<file path="config.mk">
export PLATFORM = sky130hd
export DESIGN_NAME = amhpq_cmp
export DESIGN_NICKNAME = d
export VERILOG_FILES = /design/src/amhpq_pkg.sv /design/src/amhpq_cmp.sv
export SDC_FILE = /design/constraint.sdc
export NUM_CORES = 1
export LEC_CHECK = 0
export BUFFER_PORTS_ARGS = -buffer_cell sky130_fd_sc_hd__buf_2
export CORE_UTILIZATION = 52
export DETAILED_ROUTE_END_ITERATION = 8
export GPL_ROUTABILITY_DRIVEN = 0
export PLACE_DENSITY = 0.79
export SLEW_MARGIN = 20
export SYNTH_ARGS = -nofsm -noshare
export SYNTH_HDL_FRONTEND = slang
export SYNTH_SLANG_ARGS = --single-unit
</file>
<file path="constraint.sdc">
create_clock -name vclk -period 3.5
set_input_delay 0 -clock vclk [all_inputs]
set_output_delay 0 -clock vclk [all_outputs]
set_load 0.01 [all_outputs]
</file>
<file path="src/amhpq_pkg.sv">
// ============================================================================
// amhpq_pkg
// Shared types and codes for the absolute-value min-heap priority queue.
// ============================================================================
`default_nettype none

package amhpq_pkg;

    localparam int KEY_W          = 32;
    localparam int HEAP_DEPTH_DEF = 1024;

    typedef logic signed [KEY_W-1:0] t_key;
    typedef logic                    t_req;

    localparam t_req REQ_INSERT  = 1'b0;
    localparam t_req REQ_EXTRACT = 1'b1;

endpackage

`default_nettype wire

</file>
<file path="src/amhpq_cmp.sv">
// ============================================================================
// amhpq_cmp
// Key order unit: a orders before b by absolute value, then by signed value.
// ============================================================================
`default_nettype none

module amhpq_cmp (
    input  wire amhpq_pkg::t_key i_a,
    input  wire amhpq_pkg::t_key i_b,
    output logic                 o_before
);
    import amhpq_pkg::*;

    logic [KEY_W-1:0] w_mag_a;
    logic [KEY_W-1:0] w_mag_b;

    // The most negative key maps to 2^31 as an unsigned magnitude.
    assign w_mag_a = i_a[KEY_W-1] ? (~i_a + 1'b1) : i_a;
    assign w_mag_b = i_b[KEY_W-1] ? (~i_b + 1'b1) : i_b;

    always_comb begin
        if (w_mag_a != w_mag_b) begin
            o_before = (w_mag_a < w_mag_b);
        end else begin
            o_before = (i_a < i_b);
        end
    end

endmodule

`default_nettype wire

</file>
==> out/metrics.yaml <==
status:
  status: "finished with violations"
  violations: "negative setup slack"
setup_path:
  cp_max_fo: 3
  crit_arrival_ns: 3.50
  cp.required_ns: 3.50
  path_cells: "buf_2 > or4_4 > or3_4 > or2_4 > or3_4 > o31ai_4 > xnor2_1 > ha_1 > nand4_1 > nor4_2 > and3_1 > or3b_2 > nand3_1 > buf_2"
  critPathMaxStageDelay_ns: 0.52
  crit_slowest_cell: "or4_4"
  crit_path_end_kind: "output pin"
  worstSetupPathType: "primary input to output pin"
  startpoint_type: "primary input"
timing:
  clock.fmax_ghz: 0.285
  finalMaxSlewViolations: 0
  setup_viol: 1
  worst_pin_slew_ns: 0.596
  fin_crit_sh: 1.00
  slew_headroom: 0.603
  whs_ns: 0.796
  period_minus_slack_ns: 3.50
  worst_slack_ns: -0.00458
  setup_total_negative_slack_ns: -0.00458
  rsz0062_at_grt: "yes"
  hold_violations: 0
routing:
  dr.pass1.iters: 4
  via_per_inst: 5.87
  wl_per_cell_um: 14.3
  drc: 0
  detail-route-antenna-nets: 0
  dr.first_iter.drc_count: 126
  via_count: 3025
  drt_wl_total_mm: 7.39
global_routing:
  overflow: 0
  grt-busiest-layer: "met2"
  met2_usage: 0.528
  met1_usage: 0.337
  met3_usage: 0.00949
  grt_pass1_wl_mm: 12.5
  grt_pass1_vias: 2980
  track_usage: 0.279
  grt_start_max_net_pins: 32
  antenna_found_initial: 0
yosys:
  syn_area_sq_um: 2700
  yosysUniqueCellTypes: 41
  synth_top_area_cell: "ha_1"
  ys_seq_area_frac: 0
  syn_nets: 497
  ys_warn_count: 0
  synth_cells: 368
  yosysTopAreaCellShare: 0.301
  synth.area.top_cells: "ha_1 (30%), xnor2_1 (18%), o21ai_0 (5.4%)"
  avgSynthCellArea_sq_um: 7.33
placement:
  hpwl_mm: 6.38
  io_buffers: 65
  dp_cells: 514
pwr:
  power_mw: 0.440
  peakVddDrop_v: 0.0000640
  p_leak_nw: 1.52
  power_density_nw_per_um2: 134
worst_hold_path:
  worst_hold_path_type: "primary input to output pin"
cells_and_area:
  nNetsFinal: 579
  n_fill_cell: 428
  n_clock_buffer: 0
  fin_cells: 515
  seq_area_sq_um: 0
  multi_input_area_sq_um: 2580
  seq_cells: 0
  drive_above_1_share: 0.225
  syn2layout_area_growth_pct: 21.8
  antenna_cells: 0
die:
  io_pins: 65
  fp.dieArea_sq_um: 5480
  start_util: 0.556
  die_h_um: 74.0
  core_sq_um: 4850
  dieWidth_um: 74.0
  placementRows: 25
job:
  drv_cap: 0
per-stage QoR:
stage | worst slack, ns | utilization | instance area (sq um)
2_1_floorplan | 0.309 | - | 2700
3_5_place_dp | -0.0849 | 0.667 | 3230
6_report | -0.00458 | 0.677 | 3280
3_3_place_gp | -0.00271 | 0.667 | 3230
4_1_cts | 0.00651 | 0.670 | 3250
5_1_grt | -0.166 | 0.677 | 3280
where the power goes:
part           total [mW]  switching (mW)  internal, mW
Clock                   0               0             0
Sequential              0               0             0
Combinational       0.440           0.240         0.200
critical path: cells and delay by family:
family | cells | cell delay [ns]
compound gates | 1 | 0.20
xor+xnor | 1 | 0.09
fa+ha+maj | 1 | 0.29
buf+inv | 2 | 0.23
simple gates | 9 | 2.70
worst paths after layout:
path / startpoint / to / slack [ns] / depth (start not counted)
max: i_a[17] / o_before / -0.005 / 14
min: i_b[30] / o_before / 0.80 / 9
per-layer routing:
metal | part of all wire | up-vias
met5 | 0 | -
met4 | 0.027 | 0
met3 | 0.032 | 14
met2 | 0.50 | 97
met1 | 0.44 | 1362
li1 | - | 1552
cell type report:
class	count	share of cell area
multi-input cells	326	0.786
repair buffers	86	0.147
inverters	36	0.0411
well taps	67	0.0255
cells in the final DEF (no fill, tap or decap), types with 2 or more instances in the layout:
cell type	Yosys	final
ha_1	65	65
buf_2	0	65
xnor2_1	56	56
inv_1	36	36
nand2_1	29	29
o21ai_0	29	26
a21oi_1	22	22
buf_4	0	21
o31ai_1	17	17
nand4_1	16	16
nor2_1	12	12
nand3_1	8	8
or3_1	8	7
o41ai_1	8	6
nor3_1	5	5
or4_1	6	5
a211oi_1	5	5
o21ai_1	2	4
nor4_1	5	4
a21o_1	4	4
and4_1	3	3
or2_2	2	2
or3_4	1	2
o41ai_2	0	2
nor4_2	2	2
a31oi_1	2	2
xor2_1	2	2
nand2b_1	2	2
a221o_1	2	2
cell families (layout without fill, tap and decap cells):
family,after synthesis,after routing,synth area share
AOI/OAI and AO/OA,96,96,0.229
xor gates and xnor gates,58,58,0.188
adders and majority gates,65,65,0.301
buffers and inverters,42,122,0.0584
muxes,1,1,0.00371
and+or+nand+nor,106,106,0.219
cells in the mapped netlist (all sizes together):
cell and n:
or3 9, o211ai 1, nand4 16, nand3 8
a31oi 2, nor2b 1, or2 4, xor2 2
o21a 1, a221o 2, xnor2 56, o31ai 18
nand4b 1, o2111ai 1, ha 65, and3 1
and4 3, a21o 4, nand2b 3, mux2i 1
nor2 12, inv 36, nand2 29, o21ai 31
or4 6, a221oi 1, or3b 1, o41ai 8
a21oi 22, a211oi 5, buf 1, clkbuf 5
nor4 7, nor3 5
timing repair:
action,in CTS,in global routing
buffers inserted,0,1
endpoints found under the setup margin,1,1
hold buffers,0,0
pin swaps,1,3
resized for setup,2,8
cloned,0,0
Power figures use the tool's default switching activity.
